### config.mk
export PLATFORM = sky130hd
export DESIGN_NAME = deque_with_value_removal_core
export DESIGN_NICKNAME = d
export VERILOG_FILES = /design/src/rtl/dqvr_pkg.sv /design/src/rtl/dqvr_ram.sv /design/src/rtl/dqvr_seq.sv /design/src/rtl/deque_with_value_removal_core.sv
export SDC_FILE = /design/constraint.sdc
export NUM_CORES = 1
export LEC_CHECK = 0
export BUFFER_PORTS_ARGS = -buffer_cell sky130_fd_sc_hd__buf_4
export CAP_MARGIN = 20
export CELL_PAD_IN_SITES_DETAIL_PLACEMENT = 1
export CELL_PAD_IN_SITES_GLOBAL_PLACEMENT = 1
export CORE_ASPECT_RATIO = 0.7
export CORE_MARGIN = 8
export CORE_UTILIZATION = 45
export CTS_CLUSTER_DIAMETER = 150
export DETAILED_ROUTE_END_ITERATION = 10
export GPL_ROUTABILITY_DRIVEN = 0
export PLACE_DENSITY_LB_ADDON = 0.1
export RECOVER_POWER = 100
export SLEW_MARGIN = 30
export SYNTH_ARGS = -nofsm -noshare
export SYNTH_HDL_FRONTEND = slang
export SYNTH_SLANG_ARGS = --single-unit
### constraint.sdc
create_clock -name i_clk -period 9.1 [get_ports i_clk]
set_input_delay 2.73 -clock i_clk [delete_from_list [all_inputs] [get_ports i_clk]]
set_output_delay 2.73 -clock i_clk [all_outputs]
set_load 0.02 [all_outputs]
### src/rtl/dqvr_pkg.sv
`timescale 1ns / 1ps

package dqvr_pkg;

    // action codes
    localparam logic [2:0] ACT_PUSH_FRONT = 3'd0;
    localparam logic [2:0] ACT_PUSH_BACK  = 3'd1;
    localparam logic [2:0] ACT_POP_FRONT  = 3'd2;
    localparam logic [2:0] ACT_POP_BACK   = 3'd3;
    localparam logic [2:0] ACT_REMOVE     = 3'd4;
    localparam logic [2:0] ACT_READ_OUT   = 3'd5;

    // status codes
    localparam logic [1:0] ST_OK    = 2'd0;
    localparam logic [1:0] ST_FULL  = 2'd1;
    localparam logic [1:0] ST_EMPTY = 2'd2;

    // request payload
    typedef struct packed {
        logic [2:0]         action;
        logic signed [31:0] value;
    } t_req;

    // result payload
    typedef struct packed {
        logic signed [31:0] element;
        logic signed [31:0] front_value;
        logic signed [31:0] back_value;
        logic [4:0]         count;
        logic [1:0]         status;
        logic               last;
    } t_rsp;

    // sequencer states
    typedef enum logic [2:0] {
        S_IDLE,
        S_REMOVE,
        S_FETCH_FRONT,
        S_FETCH_BACK,
        S_FETCH_WAIT,
        S_EMIT,
        S_RO_READ,
        S_RO_EMIT
    } t_state;

endpackage

### src/rtl/dqvr_ram.sv
`timescale 1ns / 1ps

module dqvr_ram #(
    parameter int DEPTH = 16,
    parameter int WIDTH = 32
) (
    input  logic                     i_clk,
    input  logic                     i_we,
    input  logic [$clog2(DEPTH)-1:0] i_waddr,
    input  logic [WIDTH-1:0]         i_wdata,
    input  logic                     i_re,
    input  logic [$clog2(DEPTH)-1:0] i_raddr,
    output logic [WIDTH-1:0]         o_rdata
);

    logic [WIDTH-1:0] r_mem [DEPTH];
    logic [WIDTH-1:0] r_rdata;

    // single write port
    always_ff @(posedge i_clk) begin
        if (i_we) begin
            r_mem[i_waddr] <= i_wdata;
        end
    end

    // registered read port, holds while not enabled
    always_ff @(posedge i_clk) begin
        if (i_re) begin
            r_rdata <= r_mem[i_raddr];
        end
    end

    assign o_rdata = r_rdata;

endmodule

### src/rtl/dqvr_seq.sv
`timescale 1ns / 1ps

module dqvr_seq
    import dqvr_pkg::*;
#(
    parameter int DEPTH = 16,
    parameter int WIDTH = 32
) (
    input  logic i_clk,
    input  logic i_rst_n,
    input  logic i_valid,
    output logic o_ready,
    input  t_req i_req,
    output logic o_res_valid,
    output t_rsp o_res,
    input  logic i_out_free
);

    localparam int PW = (DEPTH > 1) ? $clog2(DEPTH) : 1;
    localparam int CW = $clog2(DEPTH + 1);
    localparam int SW = CW + 1;

    t_state             r_state, n_state;
    logic [PW-1:0]      r_fp, n_fp;
    logic [CW-1:0]      r_cnt, n_cnt;
    logic [2:0]         r_action, n_action;
    logic [WIDTH-1:0]   r_val, n_val;
    logic [1:0]         r_status, n_status;
    logic [CW-1:0]      r_idx, n_idx;
    logic [CW-1:0]      r_kept, n_kept;
    logic               r_pend, n_pend;
    logic [31:0]        r_front, n_front;
    logic [31:0]        r_back, n_back;

    logic               mem_we;
    logic [PW-1:0]      mem_waddr;
    logic [WIDTH-1:0]   mem_wdata;
    logic               mem_re;
    logic [PW-1:0]      mem_raddr;
    logic [WIDTH-1:0]   mem_rdata;

    logic [WIDTH-1:0]   val_in;
    logic [PW-1:0]      fp_dec;
    logic [CW-1:0]      cnt_last;
    logic               walk_done;
    logic               ro_last;

    // circular index: front pointer plus offset, wrapped once
    function automatic logic [PW-1:0] slot(input logic [PW-1:0] fp, input logic [CW-1:0] i);
        logic [SW-1:0] sum;
        sum = SW'(fp) + SW'(i);
        if (sum >= SW'(DEPTH)) begin
            sum = sum - SW'(DEPTH);
        end
        slot = PW'(sum);
    endfunction

    // sign extend a stored word to the 32-bit result field
    function automatic logic [31:0] ext_word(input logic [WIDTH-1:0] w);
        ext_word = 32'(signed'(w));
    endfunction

    dqvr_ram #(
        .DEPTH (DEPTH),
        .WIDTH (WIDTH)
    ) u_ram (
        .i_clk   (i_clk),
        .i_we    (mem_we),
        .i_waddr (mem_waddr),
        .i_wdata (mem_wdata),
        .i_re    (mem_re),
        .i_raddr (mem_raddr),
        .o_rdata (mem_rdata)
    );

    // helpers
    assign val_in    = WIDTH'($unsigned(i_req.value));
    assign fp_dec    = (r_fp == '0) ? PW'(DEPTH - 1) : r_fp - PW'(1);
    assign cnt_last  = (r_cnt == '0) ? '0 : r_cnt - CW'(1);
    assign walk_done = (r_idx == r_cnt) && !r_pend;
    assign ro_last   = (r_idx == cnt_last);
    assign o_ready   = (r_state == S_IDLE);

    // next state
    always_comb begin
        n_state = r_state;
        case (r_state)
            S_IDLE: begin
                if (i_valid) begin
                    n_state = (i_req.action == ACT_REMOVE) ? S_REMOVE : S_FETCH_FRONT;
                end
            end
            S_REMOVE: begin
                if (walk_done) begin
                    n_state = S_FETCH_FRONT;
                end
            end
            S_FETCH_FRONT: n_state = S_FETCH_BACK;
            S_FETCH_BACK:  n_state = S_FETCH_WAIT;
            S_FETCH_WAIT: begin
                if (r_action == ACT_READ_OUT && r_cnt != '0) begin
                    n_state = S_RO_READ;
                end else begin
                    n_state = S_EMIT;
                end
            end
            S_EMIT: begin
                if (i_out_free) begin
                    n_state = S_IDLE;
                end
            end
            S_RO_READ: n_state = S_RO_EMIT;
            S_RO_EMIT: begin
                if (i_out_free) begin
                    n_state = ro_last ? S_IDLE : S_RO_READ;
                end
            end
            default: n_state = S_IDLE;
        endcase
    end

    // datapath and outputs
    always_comb begin
        n_fp        = r_fp;
        n_cnt       = r_cnt;
        n_action    = r_action;
        n_val       = r_val;
        n_status    = r_status;
        n_idx       = r_idx;
        n_kept      = r_kept;
        n_pend      = r_pend;
        n_front     = r_front;
        n_back      = r_back;
        mem_we      = 1'b0;
        mem_waddr   = '0;
        mem_wdata   = val_in;
        mem_re      = 1'b0;
        mem_raddr   = '0;
        o_res_valid = 1'b0;
        o_res       = '0;
        case (r_state)
            S_IDLE: begin
                if (i_valid) begin
                    n_action = i_req.action;
                    n_val    = val_in;
                    n_status = ST_OK;
                    n_idx    = '0;
                    n_kept   = '0;
                    n_pend   = 1'b0;
                    case (i_req.action)
                        ACT_PUSH_FRONT: begin
                            if (r_cnt == CW'(DEPTH)) begin
                                n_status = ST_FULL;
                            end else begin
                                mem_we    = 1'b1;
                                mem_waddr = fp_dec;
                                n_fp      = fp_dec;
                                n_cnt     = r_cnt + CW'(1);
                            end
                        end
                        ACT_PUSH_BACK: begin
                            if (r_cnt == CW'(DEPTH)) begin
                                n_status = ST_FULL;
                            end else begin
                                mem_we    = 1'b1;
                                mem_waddr = slot(r_fp, r_cnt);
                                n_cnt     = r_cnt + CW'(1);
                            end
                        end
                        ACT_POP_FRONT: begin
                            if (r_cnt == '0) begin
                                n_status = ST_EMPTY;
                            end else begin
                                n_fp  = slot(r_fp, CW'(1));
                                n_cnt = r_cnt - CW'(1);
                            end
                        end
                        ACT_POP_BACK: begin
                            if (r_cnt == '0) begin
                                n_status = ST_EMPTY;
                            end else begin
                                n_cnt = r_cnt - CW'(1);
                            end
                        end
                        default: begin
                        end
                    endcase
                end
            end
            // read entry idx while the compare unit judges the previous one
            S_REMOVE: begin
                if (r_idx != r_cnt) begin
                    mem_re    = 1'b1;
                    mem_raddr = slot(r_fp, r_idx);
                    n_idx     = r_idx + CW'(1);
                    n_pend    = 1'b1;
                end else begin
                    n_pend = 1'b0;
                end
                if (r_pend && mem_rdata != r_val) begin
                    mem_we    = 1'b1;
                    mem_waddr = slot(r_fp, r_kept);
                    mem_wdata = mem_rdata;
                    n_kept    = r_kept + CW'(1);
                end
                if (walk_done) begin
                    n_cnt = r_kept;
                    n_idx = '0;
                end
            end
            S_FETCH_FRONT: begin
                mem_re    = 1'b1;
                mem_raddr = r_fp;
            end
            S_FETCH_BACK: begin
                mem_re    = 1'b1;
                mem_raddr = slot(r_fp, cnt_last);
                n_front   = ext_word(mem_rdata);
            end
            S_FETCH_WAIT: begin
                n_back = ext_word(mem_rdata);
            end
            S_EMIT: begin
                o_res_valid       = 1'b1;
                o_res.element     = '0;
                o_res.front_value = (r_cnt != '0) ? r_front : '0;
                o_res.back_value  = (r_cnt != '0) ? r_back : '0;
                o_res.count       = 5'(r_cnt);
                o_res.status      = r_status;
                o_res.last        = 1'b1;
            end
            S_RO_READ: begin
                mem_re    = 1'b1;
                mem_raddr = slot(r_fp, r_idx);
            end
            S_RO_EMIT: begin
                o_res_valid       = 1'b1;
                o_res.element     = ext_word(mem_rdata);
                o_res.front_value = r_front;
                o_res.back_value  = r_back;
                o_res.count       = 5'(r_cnt);
                o_res.status      = ST_OK;
                o_res.last        = ro_last;
                if (i_out_free) begin
                    n_idx = r_idx + CW'(1);
                end
            end
            default: begin
            end
        endcase
    end

    // control registers
    always_ff @(posedge i_clk) begin
        if (!i_rst_n) begin
            r_state <= S_IDLE;
            r_fp    <= '0;
            r_cnt   <= '0;
            r_pend  <= 1'b0;
        end else begin
            r_state <= n_state;
            r_fp    <= n_fp;
            r_cnt   <= n_cnt;
            r_pend  <= n_pend;
        end
    end

    // working registers
    always_ff @(posedge i_clk) begin
        r_action <= n_action;
        r_val    <= n_val;
        r_status <= n_status;
        r_idx    <= n_idx;
        r_kept   <= n_kept;
        r_front  <= n_front;
        r_back   <= n_back;
    end

endmodule

### src/rtl/deque_with_value_removal_core.sv
`timescale 1ns / 1ps

// Bounded double-ended queue of signed words with removal by value.
// Request channel (i_valid / o_ready, i_req): action and value. Push front/back,
// pop front/back, remove every entry equal to value, or read out all entries.
// Result channel (o_valid / i_ready, o_rsp): element, front and back entries,
// count, status and a last mark on the final result of each request.
// One request is worked at a time; o_ready is high only while the sequencer idles.
// Push, pop and no-op requests: state update at acceptance, then front/back fetch
// through the registered RAM read port (fetch front, fetch back, fetch wait),
// then emit into the output register. Remove walks the stored entries one per
// cycle through the compare unit, then fetches and emits the same way. Read out
// of a non-empty queue: after the fetch, each entry goes through a RAM read state
// and then an emit state, which waits while the output register is full.
// The next request can be taken in the cycle after the final result enters the
// output register.
// The result sits in an output register; when the receiver stalls it holds there
// and the sequencer waits, so nothing is lost.
// Reset (synchronous, active low) empties the queue; the entry RAM is not cleared
// and needs no clearing pass.
module deque_with_value_removal_core
    import dqvr_pkg::*;
#(
    parameter int DEPTH = 16,
    parameter int WIDTH = 32
) (
    input  logic i_clk,
    input  logic i_rst_n,
    input  logic i_valid,
    output logic o_ready,
    input  t_req i_req,
    output logic o_valid,
    input  logic i_ready,
    output t_rsp o_rsp
);

    logic res_valid;
    t_rsp res;
    logic out_free;
    logic r_valid;
    t_rsp r_rsp;

    dqvr_seq #(
        .DEPTH (DEPTH),
        .WIDTH (WIDTH)
    ) u_seq (
        .i_clk       (i_clk),
        .i_rst_n     (i_rst_n),
        .i_valid     (i_valid),
        .o_ready     (o_ready),
        .i_req       (i_req),
        .o_res_valid (res_valid),
        .o_res       (res),
        .i_out_free  (out_free)
    );

    // output register takes a new result when empty or being drained
    assign out_free = !r_valid || i_ready;

    always_ff @(posedge i_clk) begin
        if (!i_rst_n) begin
            r_valid <= 1'b0;
        end else if (out_free) begin
            r_valid <= res_valid;
        end
    end

    always_ff @(posedge i_clk) begin
        if (out_free && res_valid) begin
            r_rsp <= res;
        end
    end

    assign o_valid = r_valid;
    assign o_rsp   = r_rsp;

endmodule

* Yosys cells after proc, flatten, opt, wreduce, memory -nomap -nowiden *
Memories as Yosys holds them, arrays and structs flattened. A register that Yosys moved wholly into a read port is not among the register bits.
Index checks and enable logic that the tools add are counted.

storage, ports and cells
  output and inout port bits = 106
  memories kept = 1
  RAM bits = 512
  logic and storage cells = 152
  input port bits = 39
  bits in registers = 229

cells by class
  reduce and logical (&&, ||, !) cells = 26
  magnitude comparators = 5
  $add $sub $neg = 15
  eq/ne operators = 28
  multiplexer cells = 59

memory list
  name               depth  width  read ports  clocked after memory_dff  wr ports  RTL line        RTL
  u_seq.u_ram.r_mem  16     32     1           1                         1         dqvr_ram.sv:16  logic [WIDTH-1:0] r_mem [DEPTH];

operators with widths
  operator                                                                              count
  104-bit case mux with 2 select lines                                                  1
  32-bit 2-to-1 mux                                                                     4
  4-bit 2-to-1 mux                                                                      13
  5-bit 2-to-1 mux                                                                      10
  32-bit != test                                                                        1
  5-bit case mux with 2 select lines                                                    3
  4-bit by 5-bit adder with 6-bit output                                                4
  6-bit by 5-bit greater-or-equal comparator with 1-bit output (second input constant)  4
  3-bit case mux with 8 select lines                                                    1
  4-bit case mux with 2 select lines                                                    3
  4-bit by 1-bit subtractor with 4-bit output (second input constant)                   6
  3-bit equality test (second input constant)                                           6
  4-bit case mux with 4 select lines                                                    1
  5-bit by 1-bit adder with 5-bit output (second input constant)                        3
  3-bit 2-to-1 mux                                                                      5
  5-bit case mux with 3 select lines                                                    1
  3-bit by 2-bit equality test with 1-bit output (second input constant)                4
  5-bit equality test                                                                   2
  1-bit 2-to-1 mux                                                                      10
  2-bit != test (second input constant)                                                 5
  3-bit != test (second input constant)                                                 3
  4-bit AND reduction                                                                   2
  3-bit by 1-bit equality test with 1-bit output (second input constant)                2
  3-bit logical NOT                                                                     2
  24 further kinds                                                                      37

* Logic depth before layout (Yosys ltp) *
  depth after elaboration = 7
  depth in mapped cells = 15
  gate-level depth less buffers = 13

* By module *
Synthesis repeated with hierarchy kept, for this count alone.

second synthesis, totals
  cells, all modules = 1,541
  area, all modules = 30,092.6 um2

by module, submodules not included
  module                         instances  sequential area each (um2)  cells each  area an instance (um2)
  dqvr_ram                       1          16,335.7                    838         20,156.8
  dqvr_seq                       1          3,593.4                     594         6,755.2
  deque_with_value_removal_core  1          3,143.0                     109         3,180.6

* Least setup slack after synthesis *
OpenSTA, ideal clock, no wires.

  kind = input to register
  start = input port i_ready
  end = register r_rsp, in the netlist o_rsp[0], enable pin
  arrival time = 7,128 ps
  data required time = 8,531 ps
  library setup time = 569 ps
  stages on the path = 2
  path buffers = 0
  slack = 1,403 ps
  path through = nor2b_1 -> nor2_1

between the ends
  cells in the longest elaborated chain, start to end = 2

ends and longest elaborated chain
  item                    RTL line                             RTL
  start: declaration      deque_with_value_removal_core.sv:33  input logic i_ready,
  1-bit logical OR        deque_with_value_removal_core.sv:58  assign out_free = !r_valid || i_ready;
  1-bit logical AND       deque_with_value_removal_core.sv:69  if (out_free && res_valid) begin
  end signal: assignment  deque_with_value_removal_core.sv:70  r_rsp <= res;
  end: declaration        deque_with_value_removal_core.sv:41  t_rsp r_rsp;

Every way passes these cells.
A chain may end at the register's enable or synchronous reset.

* Final worst setup path *
  start = input port i_valid
  end = memory u_seq.u_ram.r_mem[8][4], enable pin

between the ends
  cells in the longest elaborated chain, start to end = 4
  elaborated cells between the ends (all ways) = 6
  classes of those cells = mux: 6

ends and longest elaborated chain
  item                                    RTL line                             RTL
  start: declaration                      deque_with_value_removal_core.sv:29  input logic i_valid,
  1-bit 2-to-1 mux                        dqvr_seq.sv:143                      if (i_valid) begin
  1-bit case mux with 2 select lines      dqvr_seq.sv:141                      case (r_state)
  1-bit 2-to-1 mux                        dqvr_ram.sv:21                       if (i_we) begin
  1-bit 2-to-1 mux (implied by the code)  dqvr_ram.sv:22                       r_mem[i_waddr] <= i_wdata;
  end: declaration                        dqvr_ram.sv:16

Parallel ways exist; a longest one is shown, timed or not.

==> out/results.ini <==
[outcome]
result_of_the_run=finished with violations
violations_in_the_final_reports=capacitance limit, slew limit

[drt]
drc=0
via_per_inst=5.70
ant_nets=0
pre_repair_dr_iteration_count=5
first_iter_violations=1327
wire_per_inst_um=26.8
num_vias=17723
routed_wl_um=83100

[timing]
final_report_max_slew_violation_count=385
setup-tns-final_ns=0
layout_worst_path_cycle_share=0.775
time_the_worst_path_needs_with_i_o_delays_and_setup_ns=7.05
worst_slew_pin_slew_ns=3.17
timing.clock.skew_ns=0.0224
grt_setup_unrepaired=false
setup_viol_count_final=0
maxSlewHeadroom=-1.12
timing.final.hold_violations=0
fmax_mhz=142

[clock_network]
clk_path_buf_depth=3
post_cts_resize_count=0
htree_levels=3
cts-buffers-inserted=75
ctsHoldBuffers=0
cts_root_buffer=clkbuf_16
cts.sinks=773
cts_tree=yes
clk_pin_slew_worst_paths_ns=0.06
post-cts-setup-buffer-count=0
worstSkewPairLatency_ns=0.63

[final_layout]
diodes=0
drive_gt1_frac=0.0821
fill_cells=6552
nets=2214
synthToLayoutAreaGrowth_pct=12.7

[global_routing]
gr-usage-met2=0.340
wire_length_of_the_first_global_routing_pass_um=123000
globalRoute.busiestLayer=met2
grtUsageMet3=0.0362
global_route.usage.total=0.210
grt_overflow_total=0
largest_net_degree_at_the_start_of_global_routing=171
grt_use_met1=0.296
antenna_violations_before_repair=2
via_count_of_the_first_global_routing_pass=18134

[worst_setup_path]
timing.critical_path.depth=8
worstPathMaxFanout=39
timing.critical_path.max_delay_family=buffers and inverters
critPathArrivalTime_ns=7.23
crit-reg2reg-launch=u_seq.r_state[2]$_SDFFE_PN0P_
crit_path_cell_chain=clkbuf_1, nand2_1, inv_1, nand3_1, nor3_1, a21oi_1, nor2_4, clkbuf_1
cp_max_stage_delay_ns=1.84
count_of_buffer_and_inverter_cells_on_the_critical_path=3
startpoint=i_valid
timing.critical_path.required_ns=9.28
ff2ff_path_depth=9
critical_path_type=input port to flip-flop
setup.worst_path.start_class=input port
worstSetupEndpointType=flip-flop
timing.critical_path.slowest_stage_cell=clkbuf_1
critPathMostFrequentCell=clkbuf_1

[yosys]
synth_edf_count=759
synth.lib_cells_used.distinct=62
ys_ff_latch=773
synth-warning-count=0
synth.yosys.seq_area_share=0.740
count_of_mapped_cells_out_of_synthesis=2010
async_flop_share=0
postSynthAreaPerCell_sq_um=15.5
synthesis.area_sq_mm=0.0312
synth.net_count=2071
synthFlopType=edfxtp_1

[floorplanning]
fp.dieArea_sq_mm=0.0781
die_y_um=236
initial_core_utilization=0.456
num_io_pins=145
die_width_um=331
core_area_sq_mm=0.0684
rows=80

[worst_hold_path]
min_path_cells=2
worst_hold_startpoint=u_seq.r_pend$_SDFFE_PN0P_
hold_class=flip-flop to flip-flop

[place]
port_buffers=144
place.detailed.hpwl_um=50600

[power_and_ir_drop]
leakage_power_total_uw=0.0113
post-layout-total-power_uw=10600
irDropWorstVdd_v=0.000343
power_density_over_the_cells_mw_per_mm2=302

[run]
maxCapViolCount=10

[path summary, 6_finish.rpt]
path / endpoint / slack [ns]
max reg2reg: u_seq.u_ram.r_mem[8][4]$_DFFE_PP_ / 2.07
max: u_seq.u_ram.r_mem[8][4]$_DFFE_PP_ / 2.05
min: u_seq.r_pend$_SDFFE_PN0P_ / 0.50
min reg2reg: u_seq.r_pend$_SDFFE_PN0P_ / 0.50
[logic make-up after synthesis]
logic type	after synthesis	synth area share
XOR/XNOR	60	0.0168
multiplexers	136	0.0462
AND/OR/NAND/NOR	580	0.0942
buffers and inverters	130	0.0198
flip-flops	773	0.740
AO/OA/AOI/OAI	309	0.0735
adder cells (fa/ha/maj)	22	0.00979
[through the flow]
stage               worst slack (ns)  cells  cell area (sq um)  hold slack [ns]  utilization
floorplan                       1.40   2010              31200            0.468            -
global placement                2.72   2973              33300            0.485        0.487
detailed placement              2.69   2977              33400            0.491        0.489
CTS                             3.32   3106              35800            0.499        0.523
global route                    1.68   3107              35100            0.524        0.514
finish                          2.05   3107              35100            0.501        0.514
[synthesized netlist by cell type, types with 15 or more instances]
master	count	area share
buf_2	40	0.0064
o21ai_0	15	0.0024
o32ai_1	32	0.0090
a31oi_1	65	0.013
and2_1	160	0.032
nand2_1	223	0.027
a21oi_1	24	0.0039
a221o_1	32	0.010
mux2_2	63	0.023
a211oi_1	96	0.023
edfxtp_1	759	0.73
and2_0	36	0.0072
and3_1	38	0.0076
clkbuf_1	61	0.0073
nor2_1	56	0.0067
mux2i_1	72	0.023
ha_1	18	0.0072
xnor2_1	43	0.012
xor2_1	17	0.0048
[cell usage in the layout, fill, tap and decap left out, types with 7 or more instances in the layout]
cell,synthesis,layout
edfxtp_1,759,759
nand2_1,223,223
clkbuf_1,61,169
and2_0,36,111
a211oi_1,96,96
and2_1,160,86
clkbuf_16,0,78
mux2i_1,72,72
a31oi_1,65,64
xnor2_1,43,43
nor2_1,56,41
mux2_1,1,40
and3_1,38,38
o32ai_1,32,32
a221o_1,32,32
mux2_2,63,24
a21oi_1,24,23
buf_4,5,20
ha_1,18,18
xor2_1,17,17
o21ai_0,15,15
nor2_4,0,15
clkinv_1,0,15
inv_1,14,14
dfxtp_1,14,14
nand3_1,12,12
nor2b_1,11,11
nand4_1,9,9
clkinv_2,0,9
nand2b_1,7,7
bufinv_16,0,7
[sequential cells by signal, summed over array words and instances (netlist names), 2 cells and up]
name,cells
u_seq.r_cnt,5
u_seq.r_back,32
u_seq.r_action,3
u_seq.r_status,2
u_seq.r_front,32
u_seq.u_ram.r_mem,512
u_seq.r_kept,5
u_seq.r_state,3
u_seq.r_idx,5
u_seq.r_val,32
o_rsp,104
u_seq.u_ram.o_rdata,32
u_seq.r_fp,4
[routing by layer]
metal / up-vias / wire (um)
met5: - / 0
met4: 0 / 1640
met3: 101 / 4060
met2: 417 / 39600
met1: 9252 / 37800
li1: 7953 / -
[power breakdown]
part           total, uW  switching [uW]  internal, uW
logic               2770            1810           966
clock network       3050            1290          1760
registers           4790             361          4430
total              10600            3460          7160
[worst min-delay path: stages (launching register included)]
cell      delay (ns)
dfxtp_1         0.32
nand3_1         0.06
a21boi_0        0.07
[final cells by class]
type | count | area (sq um) | share of cell area
multi-input cells | 1107 | 7670 | 0.218
clock inverters | 32 | 328 | 0.00933
inverters | 14 | 52.6 | 0.00150
clock buffers | 97 | 2020 | 0.0576
repair buffers | 182 | 868 | 0.0247
flip-flops and latches | 773 | 23100 | 0.656
well taps | 902 | 1130 | 0.0321
Power figures use the tool's default switching activity.
